--- config.mk ---
export PLATFORM = sky130hd
export DESIGN_NAME = aligned_page_run_allocator_top
export DESIGN_NICKNAME = d
export VERILOG_FILES = /design/src/hdl/apra_pkg.sv /design/src/hdl/aligned_page_run_allocator_top.sv
export VERILOG_INCLUDE_DIRS = /design/src /design/src/hdl
export SDC_FILE = /design/constraint.sdc
export NUM_CORES = 2
export LEC_CHECK = 0
export ABC_AREA = 0
export ABC_CLOCK_PERIOD_IN_PS = 7940
export BUFFER_PORTS_ARGS = -buffer_cell sky130_fd_sc_hd__clkbuf_2
export CAP_MARGIN = 0
export CORE_ASPECT_RATIO = 1.2
export CORE_MARGIN = 2
export CORE_UTILIZATION = 45
export CTS_CLUSTER_SIZE = 8
export DETAILED_ROUTE_END_ITERATION = 7
export PLACE_DENSITY_LB_ADDON = 0.05
export SLEW_MARGIN = 20
export SYNTH_ARGS = -nofsm -noshare
export SYNTH_HDL_FRONTEND = slang
export SYNTH_MEMORY_MAX_BITS = 65536
export SYNTH_SLANG_ARGS = --single-unit
--- constraint.sdc ---
create_clock -name clk -period 7.94 [get_ports clk]
set_input_delay 2.382 -clock clk [delete_from_list [all_inputs] [get_ports clk]]
set_output_delay 2.382 -clock clk [all_outputs]
set_load 0.01 [all_outputs]
--- src/hdl/assert_macros.svh ---
// Assertion helpers, clocked on clk and quiet while rst_n is low.
`ifndef ASSERT_MACROS_SVH
`define ASSERT_MACROS_SVH

// Same-cycle implication.
`define APRA_ASSERT_NOW(lbl, ante, cons, msg) \
  lbl: assert property (@(posedge clk) disable iff (!rst_n) (ante) |-> (cons)) \
    else $error(msg);

// Implication checked in the following cycle.
`define APRA_ASSERT_NEXT(lbl, ante, cons, msg) \
  lbl: assert property (@(posedge clk) disable iff (!rst_n) (ante) |=> (cons)) \
    else $error(msg);

`endif

--- src/hdl/apra_pkg.sv ---
package apra_pkg;

  localparam int SIZE_W   = 13;
  localparam int START_W  = 12;
  localparam int STATUS_W = 2;

  typedef enum logic [STATUS_W-1:0] {
    ST_OK    = 2'd0,
    ST_NOFIT = 2'd1,
    ST_BAD   = 2'd2
  } status_t;

  // Sequencer steps (ROM addresses).
  typedef enum logic [3:0] {
    S_CLR  = 4'd0,
    S_IDLE = 4'd1,
    S_BADQ = 4'd2,
    S_FIT  = 4'd3,
    S_RSV  = 4'd4,
    S_RD   = 4'd5,
    S_TST  = 4'd6,
    S_DEC  = 4'd7,
    S_MK0  = 4'd8,
    S_MRD  = 4'd9,
    S_MWR  = 4'd10,
    S_DONE = 4'd11,
    S_RET  = 4'd12,
    S_ADV  = 4'd13,
    S_JMP  = 4'd14
  } step_t;

  typedef enum logic [3:0] {
    A_NOP,
    A_CLR,
    A_LOAD,
    A_BAD,
    A_NOFIT,
    A_RSV,
    A_TST,
    A_DEC,
    A_MK0,
    A_MARK,
    A_EMIT,
    A_ADV
  } act_t;

  typedef enum logic [3:0] {
    C_NEVER,
    C_ALWAYS,
    C_W_NOT_LAST,
    C_NO_IN,
    C_BAD,
    C_OVER,
    C_IN_RSV,
    C_HIT,
    C_ABOVE_LO,
    C_BELOW_HI,
    C_OUT_BUSY,
    C_S_LE_J
  } cond_t;

  // One control word: action, jump condition, jump target (else fall through).
  typedef struct packed {
    act_t  act;
    cond_t cond;
    step_t tgt;
  } uword_t;

  function automatic uword_t ucode(input step_t pc);
    uword_t uw;
    case (pc)
      S_CLR:   uw = '{A_CLR,   C_W_NOT_LAST, S_CLR};
      S_IDLE:  uw = '{A_LOAD,  C_NO_IN,      S_IDLE};
      S_BADQ:  uw = '{A_BAD,   C_BAD,        S_DONE};
      S_FIT:   uw = '{A_NOFIT, C_OVER,       S_DONE};
      S_RSV:   uw = '{A_RSV,   C_IN_RSV,     S_ADV};
      S_RD:    uw = '{A_NOP,   C_NEVER,      S_IDLE};
      S_TST:   uw = '{A_TST,   C_HIT,        S_ADV};
      S_DEC:   uw = '{A_DEC,   C_ABOVE_LO,   S_RD};
      S_MK0:   uw = '{A_MK0,   C_NEVER,      S_IDLE};
      S_MRD:   uw = '{A_NOP,   C_NEVER,      S_IDLE};
      S_MWR:   uw = '{A_MARK,  C_BELOW_HI,   S_MRD};
      S_DONE:  uw = '{A_EMIT,  C_OUT_BUSY,   S_DONE};
      S_RET:   uw = '{A_NOP,   C_ALWAYS,     S_IDLE};
      S_ADV:   uw = '{A_ADV,   C_S_LE_J,     S_ADV};
      S_JMP:   uw = '{A_NOP,   C_ALWAYS,     S_FIT};
      default: uw = '{A_NOP,   C_ALWAYS,     S_IDLE};
    endcase
    return uw;
  endfunction

endpackage

--- src/hdl/aligned_page_run_allocator_top.sv ---
// Channel   Dir  Handshake          Payload
// in_*      in   in_tvalid/tready   tdata: size_pages[12:0], align_pages[25:13]
// out_*     out  out_tvalid/tready  tdata: status[1:0], start_page[13:2]
// cfg_*     in   cfg_we             cfg_wdata: reserved_pages
//
// One request at a time; in_tready is high only while the sequencer idles.
// Per request: 3 check steps; a read, a test and a step down per bitmap word;
// an advance per alignment step past a used page, a restart; a set-up and a
// read and write per word marked; emit and return; one RAM read port paces it.
// After reset a clearing pass writes WORD_COUNT words, one per cycle, first.
// The sequencer takes the next request while a result waits on out_tready.
module aligned_page_run_allocator_top
  import apra_pkg::*;
#(
  parameter int PAGE_COUNT = 4096,
  parameter int WORD_BITS  = 32     // power of two
) (
  input  logic        clk,
  input  logic        rst_n,
  input  logic        in_tvalid,
  output logic        in_tready,
  input  logic [31:0] in_tdata,     // size_pages[12:0], align_pages[25:13]
  output logic        out_tvalid,
  input  logic        out_tready,
  output logic [15:0] out_tdata,    // status[1:0], start_page[13:2]
  input  logic        cfg_we,
  input  logic [SIZE_W-1:0] cfg_wdata  // reserved_pages
);

  localparam int WORD_COUNT = (PAGE_COUNT + WORD_BITS - 1) / WORD_BITS;
  localparam int BIT_W      = $clog2(WORD_BITS);
  localparam int WIW        = (WORD_COUNT > 1) ? $clog2(WORD_COUNT) : 1;
  // candidate start stays below PAGE_COUNT + align; its run end below that + size
  localparam int SW         = $clog2(PAGE_COUNT + 3 * (2 ** SIZE_W));
  localparam logic [SW-1:0]  PAGE_LIM = SW'(PAGE_COUNT);
  localparam logic [WIW-1:0] LAST_W   = WIW'(WORD_COUNT - 1);

  // sequencer and datapath registers
  step_t               pc_r, pc_nxt;
  logic [SIZE_W-1:0]   size_r, size_nxt;
  logic [SIZE_W-1:0]   align_r, align_nxt;
  logic [SW-1:0]       s_r, s_nxt;
  logic [SW-1:0]       j_r, j_nxt;        // skip bound: next start must pass it
  logic [WIW-1:0]      w_r, w_nxt;
  status_t             status_r, status_nxt;
  logic [SIZE_W-1:0]   reserved_r;

  // result register
  logic                out_valid_r, out_valid_nxt;
  status_t             out_status_r, out_status_nxt;
  logic [START_W-1:0]  out_start_r, out_start_nxt;

  // bitmap RAM
  logic [WORD_BITS-1:0] bitmap_mem [WORD_COUNT];
  logic [WORD_BITS-1:0] rdata_r;
  logic                 mem_we;
  logic [WORD_BITS-1:0] mem_wdata;

  uword_t              uw;
  logic                jump;
  logic                out_busy;
  logic [SW-1:0]       run_end, hi_page, s_adv, rsv_ext, word_base;
  logic [WIW-1:0]      lo_word, hi_word;
  logic [BIT_W-1:0]    lo_bit, hi_bit;
  logic [WORD_BITS-1:0] word_mask;
  logic                hit;

  assign uw       = ucode(pc_r);
  assign out_busy = out_valid_r && !out_tready;

  assign run_end   = s_r + SW'(size_r);
  assign hi_page   = run_end - SW'(1);
  assign s_adv     = s_r + SW'(align_r);
  assign rsv_ext   = SW'(reserved_r);
  assign lo_word   = WIW'(s_r >> BIT_W);
  assign hi_word   = WIW'(hi_page >> BIT_W);
  assign word_base = SW'(w_r) << BIT_W;

  // pages of the current run that fall in word w_r
  assign lo_bit    = (w_r == lo_word) ? s_r[BIT_W-1:0] : '0;
  assign hi_bit    = (w_r == hi_word) ? hi_page[BIT_W-1:0] : '1;
  assign word_mask = ({WORD_BITS{1'b1}} << lo_bit) & ({WORD_BITS{1'b1}} >> (~hi_bit));
  assign hit       = (rdata_r & word_mask) != '0;

  assign mem_we    = (uw.act == A_CLR) || (uw.act == A_MARK);
  assign mem_wdata = (uw.act == A_CLR) ? '0 : (rdata_r | word_mask);

  always_ff @(posedge clk) begin
    if (mem_we) begin
      bitmap_mem[w_r] <= mem_wdata;
    end
    rdata_r <= bitmap_mem[w_r];
  end

  // jump condition
  always_comb begin
    case (uw.cond)
      C_NEVER:      jump = 1'b0;
      C_ALWAYS:     jump = 1'b1;
      C_W_NOT_LAST: jump = (w_r != LAST_W);
      C_NO_IN:      jump = !in_tvalid;
      C_BAD:        jump = (size_r == '0) || (align_r == '0);
      C_OVER:       jump = (run_end > PAGE_LIM);
      C_IN_RSV:     jump = (s_r < rsv_ext);
      C_HIT:        jump = hit;
      C_ABOVE_LO:   jump = (w_r != lo_word);
      C_BELOW_HI:   jump = (w_r != hi_word);
      C_OUT_BUSY:   jump = out_busy;
      C_S_LE_J:     jump = (s_adv <= j_r);
      default:      jump = 1'b1;
    endcase
  end

  // next step and datapath actions
  always_comb begin
    pc_nxt         = jump ? uw.tgt : step_t'(pc_r + 4'd1);
    size_nxt       = size_r;
    align_nxt      = align_r;
    s_nxt          = s_r;
    j_nxt          = j_r;
    w_nxt          = w_r;
    status_nxt     = status_r;
    out_valid_nxt  = out_valid_r && !out_tready;
    out_status_nxt = out_status_r;
    out_start_nxt  = out_start_r;

    case (uw.act)
      A_CLR: begin
        w_nxt = w_r + WIW'(1);
      end
      A_LOAD: begin
        if (in_tvalid) begin
          size_nxt  = in_tdata[SIZE_W-1:0];
          align_nxt = in_tdata[2*SIZE_W-1:SIZE_W];
          s_nxt     = '0;
        end
      end
      A_BAD:   status_nxt = ST_BAD;
      A_NOFIT: status_nxt = ST_NOFIT;
      A_RSV: begin
        // scan starts at the top word; reserved pages skip without a read
        w_nxt = hi_word;
        j_nxt = (rsv_ext - SW'(1) < hi_page) ? rsv_ext - SW'(1) : hi_page;
      end
      A_TST: begin
        if (hit) begin
          j_nxt = (word_base > s_r) ? word_base : s_r;
        end
      end
      A_DEC: w_nxt = w_r - WIW'(1);
      A_MK0: begin
        w_nxt      = lo_word;
        status_nxt = ST_OK;
      end
      A_MARK: w_nxt = w_r + WIW'(1);
      A_EMIT: begin
        if (!out_busy) begin
          out_valid_nxt  = 1'b1;
          out_status_nxt = status_r;
          out_start_nxt  = (status_r == ST_OK) ? s_r[START_W-1:0] : '0;
        end
      end
      A_ADV: s_nxt = s_adv;
      default: ;
    endcase
  end

  always_ff @(posedge clk) begin
    if (!rst_n) begin
      pc_r        <= S_CLR;
      w_r         <= '0;
      out_valid_r <= 1'b0;
      reserved_r  <= SIZE_W'(1);
    end else begin
      pc_r        <= pc_nxt;
      w_r         <= w_nxt;
      out_valid_r <= out_valid_nxt;
      if (cfg_we) begin
        reserved_r <= cfg_wdata;
      end
    end
  end

  always_ff @(posedge clk) begin
    size_r       <= size_nxt;
    align_r      <= align_nxt;
    s_r          <= s_nxt;
    j_r          <= j_nxt;
    status_r     <= status_nxt;
    out_status_r <= out_status_nxt;
    out_start_r  <= out_start_nxt;
  end

  assign in_tready  = (pc_r == S_IDLE);
  assign out_tvalid = out_valid_r;
  assign out_tdata  = {2'b00, out_start_r, out_status_r};

`include "assert_macros.svh"

  `APRA_ASSERT_NEXT(a_load_checks, in_tvalid && in_tready, pc_r == S_BADQ, "accepted request did not start checks")
  `APRA_ASSERT_NEXT(a_emit, (pc_r == S_DONE) && !out_busy, out_tvalid && (out_tdata[1:0] == status_r), "result not presented")
  `APRA_ASSERT_NOW(a_skip_past, pc_r == S_JMP, s_r > j_r, "next candidate does not clear the used page")
  `APRA_ASSERT_NOW(a_mark_free, pc_r == S_MWR, (rdata_r & word_mask) == '0, "marking a page already in use")

endmodule
==> results by group <==
Power
  – Clk pwr share: 30.7%
  – Sequential Power Share: 41.5%
  – Comb pwr share: 27.8%
  – Pwr/cell area: 406 nW/um2
  – Maximum VDD drop: 0.350 mV
  – LEAKAGE: 0.0558 uW
  – P_int: 48,800 uW
  – P_sw: 25,900 uW
  – Sw Ratio: 34.7%

STA
  – WHS: 0.514 ns
  – Unrepaired setup endpoints after global routing: false
  – Slew headroom: 11.0%
  – Max Slew Vio Count: 0
  – Clock skew: 0.0517 ns
  – Peak Freq: 138 MHz
  – Worst Max-Slew Pin Slew: 1.33 ns
  – Minimum clock period after layout: 7.26 ns
  – Final period util: 91.4%
  – Final setup TNS: 0 ns
  – Final hold violations: 0
  – Final setup fails: 0

Layout
  – Share of layout cells above drive strength 1: 15.3%
  – Area Overhead vs Synth: 16.6%
  – Fillers: 27.9k
  – Most common cell after layout, fill and taps aside: edfxtp_1
  – Most frequent cells in the layout: edfxtp_1 (4,168), a22oi_1 (1,546), clkbuf_16 (612)
  – FF/Latch Area: 127,000 um2
  – Fin nets: 9,513
  – Area occupied by multi-input gates: 30,300 um2
  – Non-filler cells, final: 14.2k

Critical path
  – Crit path max fanout: 14
  – R2R Path End: uw[8]
  – CP Launch Type: flip-flop
  – Worst r2r src: s_r[0]
  – Arr. time, crit path: 8.16 ns
  – R2R setup slack: 0.68 ns
  – Crit path kind: flip-flop to flip-flop
  – Worst Path Required: 8.84 ns
  – Setup crit end: uw[8]
  – Worst setup EP type: flip-flop
  – Worst reg2reg path depth: 20
  – CP startpoint: s_r[0]

Synth
  – Synth Area in Simple Gates: 2.94%
  – FF+latch count, synth: 4,237
  – Synth cell types: 93
  – Post-synth top flop: edfxtp_1
  – Avg Cell Area, Syn: 17.8 um2
  – Adder-Cell Fraction of Synth Area: 0.736%
  – Cell area after synthesis: 158,000 um2
  – XOR/XNOR Fraction of Synth Area: 0.355%
  – Post-synth EDFFs: 4,168
  – Post-synthesis mux area share: 0.271%
  – Largest family of logic cells by synthesized area: compound AO/OA/AOI/OAI gates
  – YS warnings: 0
  – Register area share after synthesis: 80.2%
  – Ys async rst share: 0%
  – Post-synthesis compound-gate area fraction: 13.8%
  – Mapped Cells: 8,872

Clocking
  – Root Buffer: clkbuf_16
  – CTS Buf Count: 601
  – Setup Buffers After CTS: 0
  – Max Root-Sink Buffers: 4
  – H-tree levels: 6
  – CTS sink count: 4,237
  – TritonCTS clock tree: yes
  – Clk slew on worst S/H paths: 0.06 ns
  – # resized after CTS: 0
  – Hold_buf cts: 0
  – Clk Latency, worst-skew pair: 1.04 ns

Detailed routing
  – Antenna Violating Nets Remaining: 0
  – Wire length per cell: 39.6 um
  – Routed vias/inst: 6.62
  – Routed wire length: 563,000 um
  – Drt initial violations: 12.6k
  – Routed vias: 94.2k
  – DRT Pass-1 Iters: 8
  – # DRC: 2

Run
  – Max-Cap Viols: 0

Floorplan
  – Die Y: 652 um
  – I/O pin total: 68
  – Core Box Area: 350,000 um2
  – # rows: 238
  – Die area: 355,000 um2
  – Initial core utilization: 45.1%
  – Die width: 544 um

Global routing
  – Number of global-route vias before repair: 91.0k
  – GR Overflow Total: 0
  – Largest net degree at the start of global routing: 129
  – Met3 Track Usage GR: 5.42%
  – Most Crowded Layer GR: met2
  – Tot GR Track Use: 31.3%
  – First-pass GRT wire length: 768,000 um
  – Met1 GRT Util: 43.4%
  – Met2 Track Usage GR: 49.2%
  – Initial antenna violation count: 47

Place
  – PortBufs: 59
  – Routability cong.: 0.886
  – Placed cells: 13.4k
  – DP Wirelength: 321,000 um

Worst hold path
  – Hold Crit Start: reserved_r[12]
  – HP Class: flip-flop to flip-flop

Run status
  – Failing checks: DRC
  – Outcome: finished, violations left
-- worst min path at each step --
| stage | to | depth (start not counted) |
|---|---|---|
| floorplan | out_status_r[1] | 0 |
| global placement | reserved_r[12] | 2 |
| detailed placement | reserved_r[12] | 2 |
| CTS | reserved_r[12] | 2 |
| global route | reserved_r[12] | 2 |
| finish | reserved_r[12] | 2 |
-- flip-flops by register name, indices dropped and copies added, names as in the netlist --
register	count
bitmap_mem	4096
rdata_r	32
j_r	15
s_r	15
align_r	13
reserved_r	13
size_r	13
out_start_r	12
uw	12
w_r	7
pc_r	4
out_status_r	2
status_r	2
out_tvalid	1
-- cell type report --
class | count | share of cell area (%)
flip-flops and latches | 4237 | 68.9
multi-input cells | 3948 | 16.5
clock buffers | 677 | 8.48
well taps | 4680 | 3.19
repair buffers | 495 | 2.35
clock inverters | 46 | 0.412
inverters | 89 | 0.182
diodes | 57 | 0.0776
-- synth_stat cells, types with 6 or more instances --
cell       instances  area share [%]
buf_1            156            0.37
dfxtp_1           69            0.88
o211ai_1          55            0.26
o21bai_1          16           0.076
mux2_2             6           0.043
a31oi_1          160            0.63
o21ai_0          110            0.35
a211o_1            6           0.033
nor2b_1           18           0.071
and2_1            19           0.075
a22oi_1         1546             7.4
o22ai_1           15           0.060
nand3_1           59            0.19
o2111ai_1         11           0.061
nand2_1          119            0.28
o21a_1            13           0.062
nand2b_1          13           0.052
edfxtp_1        4168              79
clkbuf_1         432             1.0
a221o_1            6           0.038
a221oi_1         256             1.4
inv_1             86            0.20
nor2_1           287            0.68
and4_1            14           0.078
xnor2_1           45            0.25
or4_1             25            0.12
a41oi_1          205             1.1
nor4_1            67            0.27
nand4_1          178            0.71
and3_1            11           0.044
a21oi_1          105            0.33
mux2i_1           30            0.19
o31ai_1           10           0.048
or3_1             13           0.052
or2_2              6           0.024
a22o_1           253             1.4
a21o_1            25            0.12
xor2_1            10           0.056
ha_1              88            0.70
nor3_1            57            0.18
-- routing by layer --
layer | up-vias | wire length, um
met1 | 50142 | 226000
met5 | - | 95
met2 | 4859 | 263000
met3 | 812 | 48100
met4 | 14 | 25400
li1 | 38365 | -
-- kinds of logic after synthesis --
family,count (synthesis)
mux,39
other cells,1
xor+xnor,59
flops,4237
compound gates,2850
simple gates,907
fa+ha+maj,91
buf+inv,688
-- power groups by stage --
stage | Sequential, uW | Clock [uW] | Combinational, uW
2_1_floorplan | 31900 | 0 | 9170
3_3_place_gp | 31300 | 0 | 20000
3_5_place_dp | 31400 | 0 | 20400
4_1_cts | 30900 | 23200 | 20500
5_1_grt | 31000 | 24000 | 21500
6_report | 31000 | 22900 | 20800
-- critical path, stage by stage, from the launching register on --
cell and delay [ns]:
edfxtp_1 0.63, ha_1 0.34, fa_1 0.43, a211oi_2 0.32, o21ai_2 0.13, a221oi_1 0.68
nor3_2 0.11, xnor2_2 0.38, xnor2_1 0.13, nor4_2 0.52, and3_1 0.66, a31oi_1 0.26
a32o_1 0.31, nor4_4 0.55, a21oi_2 0.35, or2_4 0.35, a21oi_4 0.24, inv_1 0.08
ha_1 0.21, a221oi_1 0.32, a21oi_1 0.08
-- through the flow --
step	area, um2	total power [uW]	setup WS [ns]	utilization, %
6_report	184000	74700	0.685	52.6
5_1_grt	184000	76500	0.164	52.6
4_1_cts	183000	74600	0.763	52.5
3_5_place_dp	167000	51800	0.801	47.8
3_3_place_gp	167000	51300	0.618	47.8
2_1_floorplan	158000	41100	0.483	-
Note: power is estimated with default switching activity, not from simulation.
